==> config.mk <==
export PLATFORM = sky130hd
export DESIGN_NAME = varint_tlv_message_deframer
export DESIGN_NICKNAME = d
export VERILOG_FILES = /design/src/rtl/core/vtd_pkg.sv /design/src/rtl/core/vtd_parser.sv /design/src/rtl/core/vtd_queue.sv /design/src/rtl/core/varint_tlv_message_deframer.sv
export SDC_FILE = /design/constraint.sdc
export NUM_CORES = 1
export LEC_CHECK = 0
export BUFFER_PORTS_ARGS = -buffer_cell sky130_fd_sc_hd__buf_4
export CORE_ASPECT_RATIO = 1.2
export CORE_UTILIZATION = 40
export CTS_CLUSTER_SIZE = 40
export DETAILED_ROUTE_END_ITERATION = 16
export SLEW_MARGIN = 20
export SYNTH_ARGS = -nofsm -noshare
export SYNTH_HDL_FRONTEND = slang
export SYNTH_SLANG_ARGS = --single-unit
==> constraint.sdc <==
create_clock -name clk -period 11.97 [get_ports clk]
set_clock_uncertainty 0.2 [all_clocks]
set_input_delay 2.394 -clock clk [delete_from_list [all_inputs] [get_ports clk]]
set_output_delay 2.394 -clock clk [all_outputs]
set_load 0.01 [all_outputs]
==> src/rtl/core/vtd_pkg.sv <==
// Shared types and constants for the varint TLV message deframer.
package vtd_pkg;

    localparam int MAX_LENGTH_BYTES_DEF = 4;
    localparam logic [27:0] LEN_MAX = 28'hFFFFFFF;
    localparam logic [7:0] TYPE_COMMAND = 8'h05;
    localparam logic [7:0] TYPE_CONFIG  = 8'h09;
    localparam logic [7:0] TYPE_UPDATE  = 8'h0a;

    typedef enum logic [3:0] {
        PH_HDR  = 4'd0,
        PH_HLEN = 4'd1,
        PH_TYPE = 4'd2,
        PH_MLEN = 4'd3,
        PH_KLEN = 4'd4,
        PH_KEY  = 4'd5,
        PH_VAL  = 4'd6,
        PH_UPD  = 4'd7,
        PH_SKIP = 4'd8,
        PH_DROP = 4'd9
    } phase_t;

    typedef enum logic [1:0] {
        KIND_NONE  = 2'd0,
        KIND_KEY   = 2'd1,
        KIND_VALUE = 2'd2,
        KIND_VER   = 2'd3
    } kind_t;

    typedef enum logic [1:0] {
        ST_OK        = 2'd0,
        ST_TRUNCATED = 2'd1,
        ST_MALFORMED = 2'd2
    } status_t;

    typedef struct packed {
        kind_t       item_kind;
        logic        is_command;
        logic [7:0]  out_byte;
        logic [31:0] app_version;
        logic        last_in_message;
        status_t     status;
    } result_t;

    localparam int RESULT_W = $bits(result_t);

endpackage

==> src/rtl/core/vtd_parser.sv <==
// Front part: byte parser that classifies each request and builds its result.
module vtd_parser #(
    parameter int MAX_LENGTH_BYTES = vtd_pkg::MAX_LENGTH_BYTES_DEF
) (
    input  logic             clk,
    input  logic             rst_n,
    input  logic             in_valid,
    output logic             in_ready,
    input  logic [7:0]       data_byte,
    input  logic             last_byte,
    output logic             res_valid,
    input  logic             res_ready,
    output vtd_pkg::result_t res
);
    import vtd_pkg::*;

    phase_t      phase_reg, phase_next;
    logic [27:0] acc_reg, acc_next;
    logic [2:0]  dcnt_reg, dcnt_next;
    logic [7:0]  mtype_reg, mtype_next;
    logic [27:0] body_reg, body_next;
    logic [27:0] key_reg, key_next;
    logic [31:0] ver_reg, ver_next;

    logic        dig_bad, dig_more;
    logic [27:0] dig_acc;
    logic [27:0] dig_val;
    logic [34:0] dig_sum;
    logic [27:0] body_dec;
    logic        go;
    result_t     r;
    logic        emit;

    assign in_ready = res_ready;
    assign go = in_valid && in_ready;
    assign body_dec = body_reg - 28'd1;

    always_comb
    begin
        dig_bad = ({29'd0, dcnt_reg} >= 32'(MAX_LENGTH_BYTES));
        dig_more = data_byte[7];
        dig_sum = '0;
        dig_acc = acc_reg;
        if (dcnt_reg >= 3'd4)
        begin
            if (data_byte[6:0] != 7'd0)
                dig_acc = LEN_MAX;
        end
        else
        begin
            dig_sum = {7'd0, acc_reg} + ({28'd0, data_byte[6:0]} << (7 * dcnt_reg));
            dig_acc = (dig_sum > {7'd0, LEN_MAX}) ? LEN_MAX : dig_sum[27:0];
        end
        dig_val = dig_acc;
    end

    always_comb
    begin
        phase_next = phase_reg;
        acc_next = acc_reg;
        dcnt_next = dcnt_reg;
        mtype_next = mtype_reg;
        body_next = body_reg;
        key_next = key_reg;
        ver_next = ver_reg;
        r = '0;
        case (phase_reg)
            PH_HLEN, PH_MLEN, PH_KLEN:
            begin
                if (dig_bad)
                begin
                    phase_next = PH_DROP;
                    r.status = ST_MALFORMED;
                end
                else
                begin
                    acc_next = dig_acc;
                    dcnt_next = dcnt_reg + 3'd1;
                    if (!dig_more)
                    begin
                        acc_next = '0;
                        dcnt_next = '0;
                    end
                    if (phase_reg == PH_HLEN)
                    begin
                        if (!dig_more)
                            phase_next = PH_TYPE;
                    end
                    else if (phase_reg == PH_MLEN)
                    begin
                        if (!dig_more)
                        begin
                            body_next = dig_val;
                            key_next = '0;
                            ver_next = '0;
                            if (dig_val == 28'd0)
                                phase_next = PH_TYPE;
                            else if (mtype_reg == TYPE_CONFIG || mtype_reg == TYPE_COMMAND)
                                phase_next = PH_KLEN;
                            else if (mtype_reg == TYPE_UPDATE && dig_val >= 28'd5)
                                phase_next = PH_UPD;
                            else
                                phase_next = PH_SKIP;
                        end
                    end
                    else
                    begin
                        body_next = body_dec;
                        if (dig_more)
                        begin
                            if (body_dec == 28'd0)
                            begin
                                acc_next = '0;
                                dcnt_next = '0;
                                phase_next = PH_TYPE;
                            end
                        end
                        else if (dig_val > body_dec)
                            phase_next = (body_dec == 28'd0) ? PH_TYPE : PH_SKIP;
                        else if (body_dec == 28'd0)
                            phase_next = PH_TYPE;
                        else
                        begin
                            key_next = dig_val;
                            phase_next = (dig_val != 28'd0) ? PH_KEY : PH_VAL;
                        end
                    end
                end
            end
            PH_TYPE:
            begin
                mtype_next = data_byte;
                phase_next = PH_MLEN;
            end
            PH_KEY, PH_VAL:
            begin
                r.item_kind = (phase_reg == PH_KEY) ? KIND_KEY : KIND_VALUE;
                r.is_command = (mtype_reg == TYPE_COMMAND);
                r.out_byte = data_byte;
                body_next = body_dec;
                if (phase_reg == PH_KEY)
                    key_next = key_reg - 28'd1;
                if (body_dec == 28'd0)
                begin
                    r.last_in_message = 1'b1;
                    phase_next = PH_TYPE;
                end
                else if (phase_reg == PH_KEY && key_reg == 28'd1)
                    phase_next = PH_VAL;
            end
            PH_UPD:
            begin
                if (key_reg >= 28'd1 && key_reg <= 28'd4)
                    ver_next = {ver_reg[23:0], data_byte};
                if (key_reg == 28'd4)
                begin
                    r.item_kind = KIND_VER;
                    r.app_version = ver_next;
                end
                key_next = key_reg + 28'd1;
                body_next = body_dec;
                if (body_dec == 28'd0)
                    phase_next = PH_TYPE;
                else if (key_reg >= 28'd4)
                    phase_next = PH_SKIP;
            end
            PH_SKIP:
            begin
                body_next = body_dec;
                if (body_dec == 28'd0)
                    phase_next = PH_TYPE;
            end
            PH_DROP:
            begin
            end
            default:
            begin
                acc_next = '0;
                dcnt_next = '0;
                phase_next = PH_HLEN;
            end
        endcase
        if (last_byte)
        begin
            if (r.status != ST_MALFORMED && phase_next != PH_TYPE && phase_next != PH_DROP)
                r.status = ST_TRUNCATED;
            phase_next = PH_HDR;
            acc_next = '0;
            dcnt_next = '0;
            mtype_next = '0;
            body_next = '0;
            key_next = '0;
            ver_next = '0;
        end
        emit = (r.item_kind != KIND_NONE) || (r.status != ST_OK);
    end

    always_ff @(posedge clk or negedge rst_n)
    begin
        if (!rst_n)
        begin
            phase_reg <= PH_HDR;
            acc_reg <= '0;
            dcnt_reg <= '0;
            mtype_reg <= '0;
            body_reg <= '0;
            key_reg <= '0;
            ver_reg <= '0;
            res_valid <= 1'b0;
        end
        else
        begin
            if (res_ready)
                res_valid <= go && emit;
            if (go)
            begin
                phase_reg <= phase_next;
                acc_reg <= acc_next;
                dcnt_reg <= dcnt_next;
                mtype_reg <= mtype_next;
                body_reg <= body_next;
                key_reg <= key_next;
                ver_reg <= ver_next;
            end
        end
    end

    always_ff @(posedge clk)
    begin
        if (go)
            res <= r;
    end

endmodule

==> src/rtl/core/vtd_queue.sv <==
// Back part: short result queue that decouples the parser from the output.
module vtd_queue (
    input  logic             clk,
    input  logic             rst_n,
    input  logic             in_valid,
    output logic             in_ready,
    input  vtd_pkg::result_t in_res,
    output logic             out_valid,
    input  logic             out_ready,
    output vtd_pkg::result_t out_res
);
    import vtd_pkg::*;

    result_t    mem [4];
    logic [1:0] wp_reg, rp_reg;
    logic [2:0] cnt_reg;
    logic       wr, rd;

    assign in_ready = (cnt_reg <= 3'd2);
    assign out_valid = (cnt_reg != 3'd0);
    assign out_res = mem[rp_reg];
    assign wr = in_valid && in_ready;
    assign rd = out_valid && out_ready;

    always_ff @(posedge clk or negedge rst_n)
    begin
        if (!rst_n)
        begin
            wp_reg <= '0;
            rp_reg <= '0;
            cnt_reg <= '0;
        end
        else
        begin
            if (wr)
                wp_reg <= wp_reg + 2'd1;
            if (rd)
                rp_reg <= rp_reg + 2'd1;
            cnt_reg <= cnt_reg + {2'd0, wr} - {2'd0, rd};
        end
    end

    always_ff @(posedge clk)
    begin
        if (wr)
            mem[wp_reg] <= in_res;
    end

endmodule

==> src/rtl/core/varint_tlv_message_deframer.sv <==
// Top level of the varint TLV message deframer.
// One payload byte is taken per clock cycle while the queue has room; the parser decides
// each byte combinationally and hands its result through one register stage into a
// four-entry queue, so input is refused only when that queue is nearly full.
module varint_tlv_message_deframer #(
    parameter int MAX_LENGTH_BYTES = vtd_pkg::MAX_LENGTH_BYTES_DEF
) (
    input  logic        clk,
    input  logic        rst_n,
    input  logic        s_axis_tvalid,
    output logic        s_axis_tready,
    input  logic [7:0]  s_axis_tdata,   // data_byte
    input  logic        s_axis_tlast,   // last_byte
    output logic        m_axis_tvalid,
    input  logic        m_axis_tready,
    output logic [47:0] m_axis_tdata,   // item_kind, is_command, out_byte, app_version, status
    output logic        m_axis_tlast    // last_in_message
);
    import vtd_pkg::*;

    logic    p_valid, q_ready;
    result_t p_res, q_res;

    vtd_parser #(.MAX_LENGTH_BYTES(MAX_LENGTH_BYTES)) u_parser (
        .clk(clk), .rst_n(rst_n),
        .in_valid(s_axis_tvalid), .in_ready(s_axis_tready),
        .data_byte(s_axis_tdata), .last_byte(s_axis_tlast),
        .res_valid(p_valid), .res_ready(q_ready), .res(p_res)
    );

    vtd_queue u_queue (
        .clk(clk), .rst_n(rst_n),
        .in_valid(p_valid), .in_ready(q_ready), .in_res(p_res),
        .out_valid(m_axis_tvalid), .out_ready(m_axis_tready), .out_res(q_res)
    );

    assign m_axis_tdata = {3'd0, q_res.status, q_res.app_version, q_res.out_byte,
                           q_res.is_command, q_res.item_kind};
    assign m_axis_tlast = q_res.last_in_message;

endmodule

==> impl_results.md, run 1 <==
- Grt peak-use layer: met2
- First-pass iteration count of the detailed router: 7
- RSZ-0062 raised after global routing: false
- Seq/Total Area, Yosys: 0.514
- Initial drt markers: ~1100
- Reg power frac: 0.349
- Hold endpoint: u_queue.mem[1][2]
- Die W: 205 µm
- Clk slew on worst S/H paths: roughly 0.060 ns
- CP Launch Type: input port
- Final setup violating endpoints: 0
- Global route overflow: 0
- Share of the synthesized area in the top cell type: 0.348
- Ys async rst share: 0.363
- Commonest cells in the netlist: edfxtp_1 (230), nand2_1 (164), nor2_1 (152)
- Drc violations: 0
- FF-to-FF path depth: 24
- Port Buf Inserts: 60
- Tot Pwr: 5140 µW
- Hpwl dp: 39000 µm
- Max Slew Vio Count: 0
- Bufs on Longest Clock Path: 3
- VDD IR max: 0.100 mV
- Largest registers: u_queue.mem: 184 flops, u_parser.res: 46 flops
- Gr usage total: 0.221
- Synthesis-stage register bit count: 361
- Max incr delay on CP: 0.47 ns
- Row count: between 80 and 90
- H-Tree Depth: 2
- Initial antenna violation count: 0
- Worst path depth: 24
- Routed Wire Length: 55500 µm
- Final Hold Vio Count: 0
- Top_reg_cell synth: edfxtp_1
- Area Growth Syn to Fin: 11.4%
- Worst path cell trace: buf_4 > nand2b_1 > nor3_1 > ha_1 > fa_1 > a21o_1 > a221o_1 > a211o_1 > a211oi_2 > or2_1 > o22ai_1 > ha_1 > nand4_1 > nor4_1 > and4_1 > or3b_2 > o21ai_0 > a211oi_1 > nand3b_1 > o211ai_2 > a31oi_1 > nor3_4 > buf_4 > mux2_2
- Routed len/inst: 22.3 µm
- YS warnings: 0
- Biggest register: u_queue.mem
- Die area: 0.0505 mm²
- Met3 Use GR: 0.0274
- CP Capture Type: flop
- Met1 GRT Util: 0.269
- DIE HEIGHT: between 200 and 250 µm
- Minimum clock period: 8.85 ns
- Synth unique cells: 89
- Post-Syn Instances: 1811
- I/O Pins: 64
- Cell-internal power: 3130 µW
- Slew @ Worst Pin: about 1.1 ns
- R2R Setup Slk: 3.83 ns
- Outcome: finished clean
- Min-Delay Path Class: reg2reg
- Core ar.: roughly 0.049 mm²
- Fin nets: about 1900
- Gpl congestion: 0.913
- Clk pwr share: 0.229
- Starting Density: 0.404
- Post_cts resized: 0
- End-of-flow core utilization: 0.450
- Clock Latency Late Sink: 0.57 ns
- WHS: between 0.2 and 0.3 ns
- Number of flops mapped to enable cells by yosys: 230
- Setup_tns: 0 ns
- Syn Std Cell Area: 0.0198 mm²
- Synth area leader: edfxtp_1
- Most common cell in the netlist: edfxtp_1
- WS Path Type: in2reg
- Sw Ratio: 0.391
- Pwr Density: 233 mW/mm²
- # Max-Cap Violations: 0
- CTS tree: done
- Top cells by area, synth: edfxtp_1 (35%), dfrtp_1 (17%), mux4_2 (5.2%)
- FF-to-FF End: u_parser.key_reg[5]
- Root Buffer: clkbuf_16
- Hold Startpoint: u_parser.res[2]
- Placed instance area: 0.0209 mm²
- Share of layout cells above drive strength 1: 0.126
- Final period utilization: 0.739
- Worst path arrival time: 9.09 ns
- Met2 Usage GRT: 0.384
- WP buf/inv: 2
- Global-route wire length before repair: around 86000 µm
- CTS Hold Bufs: 0
- Launching point of the worst reg2reg path: u_parser.dcnt_reg[2]
- Post-DR vias/cell: 5.93
- CTS Buf Count: 38
- Largest net degree at the start of global routing: between 80 and 90
- Slew Limit Headroom: 0.260
- Top delay family on crit path: simple AND/OR/NAND/NOR gates
- Max reg flops: 184
- CTS Sinks: about 360
- Vias in the first global route: about 15000
- Slowest stage cell, crit path: or2_1
- CP required: 12.21 ns
- Fin area: 0.0221 mm²
- Total number of vias: 14800
- Logic pwr share: 0.422
- Routed Antenna Nets: 0
- Diode count: 0
- Worst-path maximum fanout: 33
- Synthesized area per cell: 11.0 µm²
- Achievable frequency: roughly 110 MHz
- Pleak: about 0.0084 µW
- Switching pwr: 2010 µW
- Hold Path Stages: 0
- Post-CTS Setup Inserts: 0
-- power groups by stage --
stage	sequential, µW	combinational (µW)	clock [µW]
finish	1790	2170	1180
global route	1830	2370	1250
CTS	1790	2170	1200
detailed placement	1820	2160	0
global placement	1800	2150	0
floorplan	1690	1580	0
-- through the flow --
stage | worst slack, ns | instances
floorplan | 3.73 | 1813
global placement | 2.75 | 2420
detailed placement | 2.63 | 2420
CTS | 3.23 | 2486
global route | 2.83 | 2486
finish | 3.12 | 2486
-- layout by cell type, fill, tap and decap left out, types with 11 or more instances in the layout --
cell type	count
a211oi_1	16
a21o_1	18
a21oi_1	105
a22o_1	32
a22oi_1	20
a31oi_1	11
and2_1	63
and3_1	17
buf_4	83
clkbuf_1	11
clkbuf_16	38
dfrtp_1	129
edfxtp_1	230
ha_1	68
inv_1	49
mux2_1	12
mux2_2	12
mux4_2	46
nand2_1	164
nand2b_1	19
nand3_1	22
nand4_1	18
nor2_1	151
nor3_1	40
nor4_1	29
o21ai_0	111
o22ai_1	27
o31ai_1	21
xnor2_1	54
xor2_1	24
-- cell type report --
class / instances / area (µm²)
Fill cell: 4517 / 27000
Timing Repair Buffer: 84 / 634
Clock inverter: 12 / 164
Sequential cell: 361 / 10200
Inverter: 52 / 195
Multi-Input combinational cell: 1286 / 9040
Tap cell: 637 / 797
Clock buffer: 54 / 1060
-- routing by layer --
metal | vias to the layer above | share of wire
li1 | 6818 | -
met1 | 7384 | 0.41
met2 | 420 | 0.50
met3 | 132 | 0.040
met4 | 0 | 0.048
met5 | - | 0
-- logic make-up (layout without fill, tap and decap cells) --
family,after synthesis,in the layout,share of synthesized area
simple gates,600,600,0.150
compound gates,463,463,0.157
flops,361,361,0.514
buf+inv,166,202,0.0330
xor+xnor,78,78,0.0344
mux,72,72,0.0669
fa+ha+maj,70,70,0.0449
other cells,1,3,0.000189
-- how the worst max path moves through the flow --
stage | startpoint | end | slack, ns
3_3_place_gp | s_axis_tdata[0] | u_parser.key_reg[4] | 2.75
5_1_grt | s_axis_tdata[0] | u_parser.key_reg[9] | 2.83
3_5_place_dp | s_axis_tdata[0] | u_parser.key_reg[23] | 2.63
6_report | s_axis_tdata[0] | u_parser.key_reg[5] | 3.12
4_1_cts | s_axis_tdata[0] | u_parser.key_reg[4] | 3.23
2_1_floorplan | s_axis_tdata[0] | u_parser.key_reg[17] | 3.73
Power figures use the tool's default switching activity.
==> run 2, diff against run 1 <==
Clock period 11.97 ns to 7.59 ns, I/O delays scaled along.
==> impl_results.md, run 2 (synthesis results as in run 1) <==
- Starting Density: 0.404
- Slew @ Worst Pin: between 1 and 1.5 ns
- DIE HEIGHT: 246 µm
- Sw Ratio: 0.385
- Placed instance area: ~0.021 mm²
- WP buf/inv: 3
- Achievable frequency: ~140 MHz
- Outcome: finished clean
- Routed Wire Length: 55200 µm
- Max reg flops: 184
- Diode count: 0
- Global-route wire length before repair: ~86000 µm
- Cell-internal power: 5040 µW
- Initial antenna violation count: 0
- Launching point of the worst reg2reg path: u_parser.dcnt_reg[2]
- # Max-Cap Violations: 0
- H-Tree Depth: 2
- Slowest stage cell, crit path: fa_1
- FF-to-FF End: u_parser.key_reg[20]
- Top delay family on crit path: compound AO/OA/AOI/OAI gates
- Max incr delay on CP: around 0.4 ns
- Slew Limit Headroom: 0.266
- Final setup violating endpoints: 0
- Clk pwr share: 0.223
- Root Buffer: clkbuf_16
- CTS Buf Count: 39
- Fin area: 0.0227 mm²
- Gpl congestion: 0.940
- Clock Latency Late Sink: 0.54 ns
- Hpwl dp: 38800 µm
- Routed len/inst: 21.6 µm
- Worst path cell trace: buf_4 > nand2b_1 > nor3_1 > ha_1 > fa_1 > a21o_1 > a221o_1 > a211o_1 > a211oi_2 > nor2_1 > o21ai_0 > inv_1 > ha_1 > a21oi_1 > o21ai_0 > a221o_1 > a211o_1 > a21oi_1 > or3b_1 > o211ai_2 > a31oi_1 > nor3_4 > buf_12 > mux2_2
- Clk slew on worst S/H paths: 0.06 ns
- Worst path arrival time: roughly 7.4 ns
- CP Launch Type: input port
- Global route overflow: 0
- Max Slew Vio Count: 0
- Reg power frac: 0.341
- Dpl ws: -0.162 ns
- Die W: 205 µm
- FF-to-FF path depth: 25
- Initial drt markers: 1151
- First-pass iteration count of the detailed router: 5
- Total number of vias: 15000
- Drc violations: 0
- Hold endpoint: u_parser.mtype_reg[7]
- Routed Antenna Nets: 0
- Hold Path Stages: 2
- CP required: 7.81 ns
- Fin nets: between 1500 and 2000
- Final Hold Vio Count: 0
- Minimum clock period: 7.18 ns
- Share of layout cells above drive strength 1: 0.161
- Most frequent cells in the layout: edfxtp_1 (230), nand2_1 (163), buf_4 (156)
- R2R Setup Slk: ~0.56 ns
- WHS: 0.290 ns
- I/O Pins: 64
- Row count: 89
- Final setup margin: 0.412 ns
- CTS Hold Bufs: 0
- Logic pwr share: 0.437
- VDD IR max: roughly 0.17 mV
- CP Capture Type: flop
- Worst-path maximum fanout: 32
- Vias in the first global route: 14800
- Hold Startpoint: u_parser.mtype_reg[7]
- Die area: 0.0505 mm²
- Commonest non-fill, non-tap cell in the layout: edfxtp_1
- Area Growth Syn to Fin: 14.2%
- Largest net degree at the start of global routing: 70
- Final period utilization: 0.946
- Largest registers: u_queue.mem: 184 flops, u_parser.res: 46 flops
- Port Buf Inserts: 60
- Min-Delay Path Class: reg2reg
- RSZ-0062 raised after global routing: false
- CTS Sinks: 361
- Core ar.: 0.0491 mm²
- Switching pwr: between 3000 and 4000 µW
- CTS tree: done
- Pleak: 0.00872 µW
- WS Path Type: in2reg
- Biggest register: u_queue.mem
- Bufs on Longest Clock Path: 3
- Post-DR vias/cell: 5.85
- Pwr Density: roughly 360 mW/mm²
- Gr usage total: 0.221
- Filler cells: 4498
## run 2: final cells by class
| type | count | area [µm²] | share of cell area |
|---|---|---|---|
| sequential | 361 | 10200 | 0.450 |
| tap | 637 | 797 | 0.0352 |
| clock inverter | 18 | 170 | 0.00751 |
| timing repair buffer | 158 | 1200 | 0.0531 |
| inverter | 52 | 195 | 0.00862 |
| clock buffer | 49 | 1040 | 0.0461 |
| multi-input combinational | 1286 | 9050 | 0.400 |
## run 2: how the worst max path moves through the flow
stage	cells past startpoint	to	slack, ns	from
3_5_place_dp	25	u_parser.key_reg[20]	-0.16	s_axis_tdata[0]
6_report	24	u_parser.key_reg[20]	0.41	s_axis_tdata[0]
3_3_place_gp	25	u_parser.key_reg[25]	-0.02	s_axis_tdata[0]
2_1_floorplan	26	u_parser.key_reg[17]	0.22	s_axis_tdata[0]
4_1_cts	25	u_parser.key_reg[20]	0.38	s_axis_tdata[0]
5_1_grt	25	u_parser.key_reg[20]	0.08	s_axis_tdata[0]
## run 2: power groups by stage
| stage | sequential (µW) | combinational (µW) | clock (µW) |
|---|---|---|---|
| global route | 2840 | 3930 | 1940 |
| floorplan | 2660 | 2490 | 0 |
| CTS | 2790 | 3580 | 1870 |
| global placement | 2800 | 3530 | 0 |
| detailed placement | 2820 | 3560 | 0 |
| finish | 2790 | 3570 | 1820 |
## run 2: routing by layer
| layer | track usage | routed length [µm] | up-vias |
|---|---|---|---|
| met2 | 0.387 | 27900 | 441 |
| met5 | 0 | 0 | - |
| met3 | 0.0274 | 2280 | 99 |
| met4 | 0.0852 | 2030 | 0 |
| li1 | - | - | 6979 |
| met1 | 0.275 | 23000 | 7471 |
## run 2: worst reg2reg max path, stage by stage, from the launching register on
cell	delay, ns
dfrtp_1	0.39
inv_1	0.29
nand2_1	0.13
buf_4	0.17
nor2_1	0.27
and2_1	0.22
ha_1	0.35
a21oi_1	0.34
o211ai_1	0.16
and2_1	0.20
nor3_1	0.37
nor2_1	0.23
o21ai_0	0.38
inv_1	0.11
ha_1	0.31
a21oi_1	0.12
o21ai_0	0.10
a221o_1	0.35
a211o_1	0.24
a21oi_1	0.16
or3b_1	0.37
o211ai_2	0.34
a31oi_1	0.24
nor3_4	0.25
buf_12	0.23
mux2_2	0.38
## run 2: repair_timing
| action | CTS | global route |
|---|---|---|
| gates resized for setup | 0 | 1 |
| hold endpoints to repair | 0 | 0 |
| setup buffers | 0 | 0 |
| setup endpoints to repair | 0 | 9 |
## run 2: metrics by stage
| stage | std cells | setup TNS [ns] | power [µW] | utilization |
|---|---|---|---|---|
| floorplan | 1813 | 0 | 5150 | - |
| global placement | 2494 | -0.264 | 6330 | 0.436 |
| detailed placement | 2494 | -3.59 | 6390 | 0.436 |
| CTS | 2561 | 0 | 8230 | 0.461 |
| global route | 2561 | 0 | 8710 | 0.461 |
| finish | 2561 | 0 | 8190 | 0.461 |
==> run 3, diff against run 2 <==
Settings changed: PLACE_DENSITY set to 0.64.
==> impl_results.md, run 3 (synthesis results as in run 1) <==
- Slew @ Worst Pin: ~1.1 ns
- WHS: 0.292 ns
- Global route overflow: 0
- Launching point of the worst reg2reg path: u_parser.dcnt_reg[2]
- Slowest stage cell, crit path: or3b_2
- VDD IR max: 0.144 mV
- Setup_tns: 0 ns
- CP Launch Type: input port
- Pleak: 0.00868 µW
- RSZ-0062 raised after global routing: false
- Min-Delay Path Class: reg2reg
- Final cell count without fillers: approximately 2600
- Post-DR vias/cell: around 6
- Row count: slightly below 90
- Most frequent cells in the layout: edfxtp_1 (230), nand2_1 (164), nor2_1 (151)
- Worst-path maximum fanout: 28
- CP Capture Type: flop
- First-pass iteration count of the detailed router: 6
- Diode count: 0
- Area Growth Syn to Fin: 13.7%
- Gr usage total: 0.215
- Root Buffer: clkbuf_16
- Top delay family on crit path: simple AND/OR/NAND/NOR gates
- Final Hold Vio Count: 0
- Initial drt markers: between 1000 and 1500
- # Max-Cap Violations: 0
- Minimum clock period: 7.10 ns
- Hpwl dp: 38200 µm
- Filler cells: roughly 4400
- Fin area: 0.0226 mm²
- DIE HEIGHT: approximately 250 µm
- Fin nets: 1969
- Core ar.: 0.0491 mm²
- Bufs on Longest Clock Path: 3
- Final setup margin: 0.493 ns
- Slew Limit Headroom: 0.258
- Max incr delay on CP: roughly 0.45 ns
- Pwr Density: ~360 mW/mm²
- Initial antenna violation count: 0
- Routed Antenna Nets: 0
- Placed instance area: 0.0213 mm²
- WP buf/inv: 2
- Achievable frequency: 141 MHz
- Max reg flops: 184
- Largest registers: u_queue.mem: 184 flops, u_parser.res: 46 flops
- Hold Startpoint: u_parser.res[35]
- Gpl congestion: 0.924
- Total number of vias: ~15000
- Vias in the first global route: 14900
- Largest net degree at the start of global routing: 73
- Starting Density: 0.404
- Post_cts resized: 0
- Drc violations: 0
- CTS tree: done
- Die area: 0.0505 mm²
- CTS Buf Count: 37
- Clk slew on worst S/H paths: 0.06 ns
- CTS Hold Bufs: 0
- CTS Sinks: 361
- Cells after DPL: 2484
- Share of layout cells above drive strength 1: 0.155
- Worst path arrival time: 7.31 ns
- Final period utilization: 0.935
- Commonest non-fill, non-tap cell in the layout: edfxtp_1
- Outcome: finished clean
- Routed len/inst: 21.2 µm
- Post-CTS Setup Inserts: 0
- WS Path Type: in2reg
- Port Buf Inserts: 60
- Final setup violating endpoints: 0
- Routed Wire Length: ~54000 µm
- H-Tree Depth: 2
- I/O Pins: 64
- Max Slew Vio Count: 0
- Die W: slightly above 200 µm
- Global-route wire length before repair: 84200 µm
- Dpl ws: 0.0258 ns
- CP required: 7.80 ns
- Clock Latency Late Sink: 0.54 ns
- Biggest register: u_queue.mem
- Worst setup startpoint: s_axis_tdata[0]
[run 3: changes by cell type in the layout (fill, tap and decap cells not counted), moves of 2 or more]
cell        change
clkinv_4        -2
clkinvlp_4      -2
buf_4          -10
clkinv_2        +5
clkbuf_16       -2
[run 3: report_power, final]
part / internal [µW] / switching, µW / leakage [µW] / total [µW]
combinational: 1470 / 1940 / 0.00422 / 3410
clock: 1040 / 770 / 0.000586 / 1810
sequential: 2480 / 396 / 0.00388 / 2880
[run 3: per-stage QoR]
| stage | utilization | total power [µW] |
|---|---|---|
| 6_report | 0.459 | 8100 |
| 3_5_place_dp | 0.435 | 6310 |
| 2_1_floorplan | - | 5150 |
| 5_1_grt | 0.459 | 8610 |
| 4_1_cts | 0.459 | 8140 |
| 3_3_place_gp | 0.435 | 6250 |
[run 3: final cells by class]
class / count / area (µm²) / area share
inverter: 52 / 195 / 0.00865
sequential: 361 / 10200 / 0.452
multi-input combinational: 1286 / 9040 / 0.401
tap: 637 / 797 / 0.0353
clock buffer: 47 / 995 / 0.0441
clock inverter: 21 / 208 / 0.00921
timing repair buffer: 148 / 1130 / 0.0500
[run 3: worst paths after layout]
| path | to | slack [ns] | cells past startpoint |
|---|---|---|---|
| setup reg to reg | u_parser.key_reg[18] | 0.57 | 26 |
| min in group asynchronous | u_parser.key_reg[25] | 0.83 | 1 |
| max in group asynchronous | u_parser.ver_reg[21] | 5.01 | 2 |
| hold reg to reg | u_queue.mem[1][35] | 0.29 | 0 |
| hold / removal | u_queue.mem[1][35] | 0.29 | 0 |
| setup / recovery | u_parser.key_reg[18] | 0.49 | 25 |
[run 3: layer usage]
metal,wire [µm],share of wire,vias up,GRT usage
met5,0,0,-,0
met4,2250,0.042,0,0.0937
met3,2430,0.045,123,0.0249
met2,27300,0.50,486,0.375
met1,22200,0.41,7452,0.266
li1,-,-,6960,-
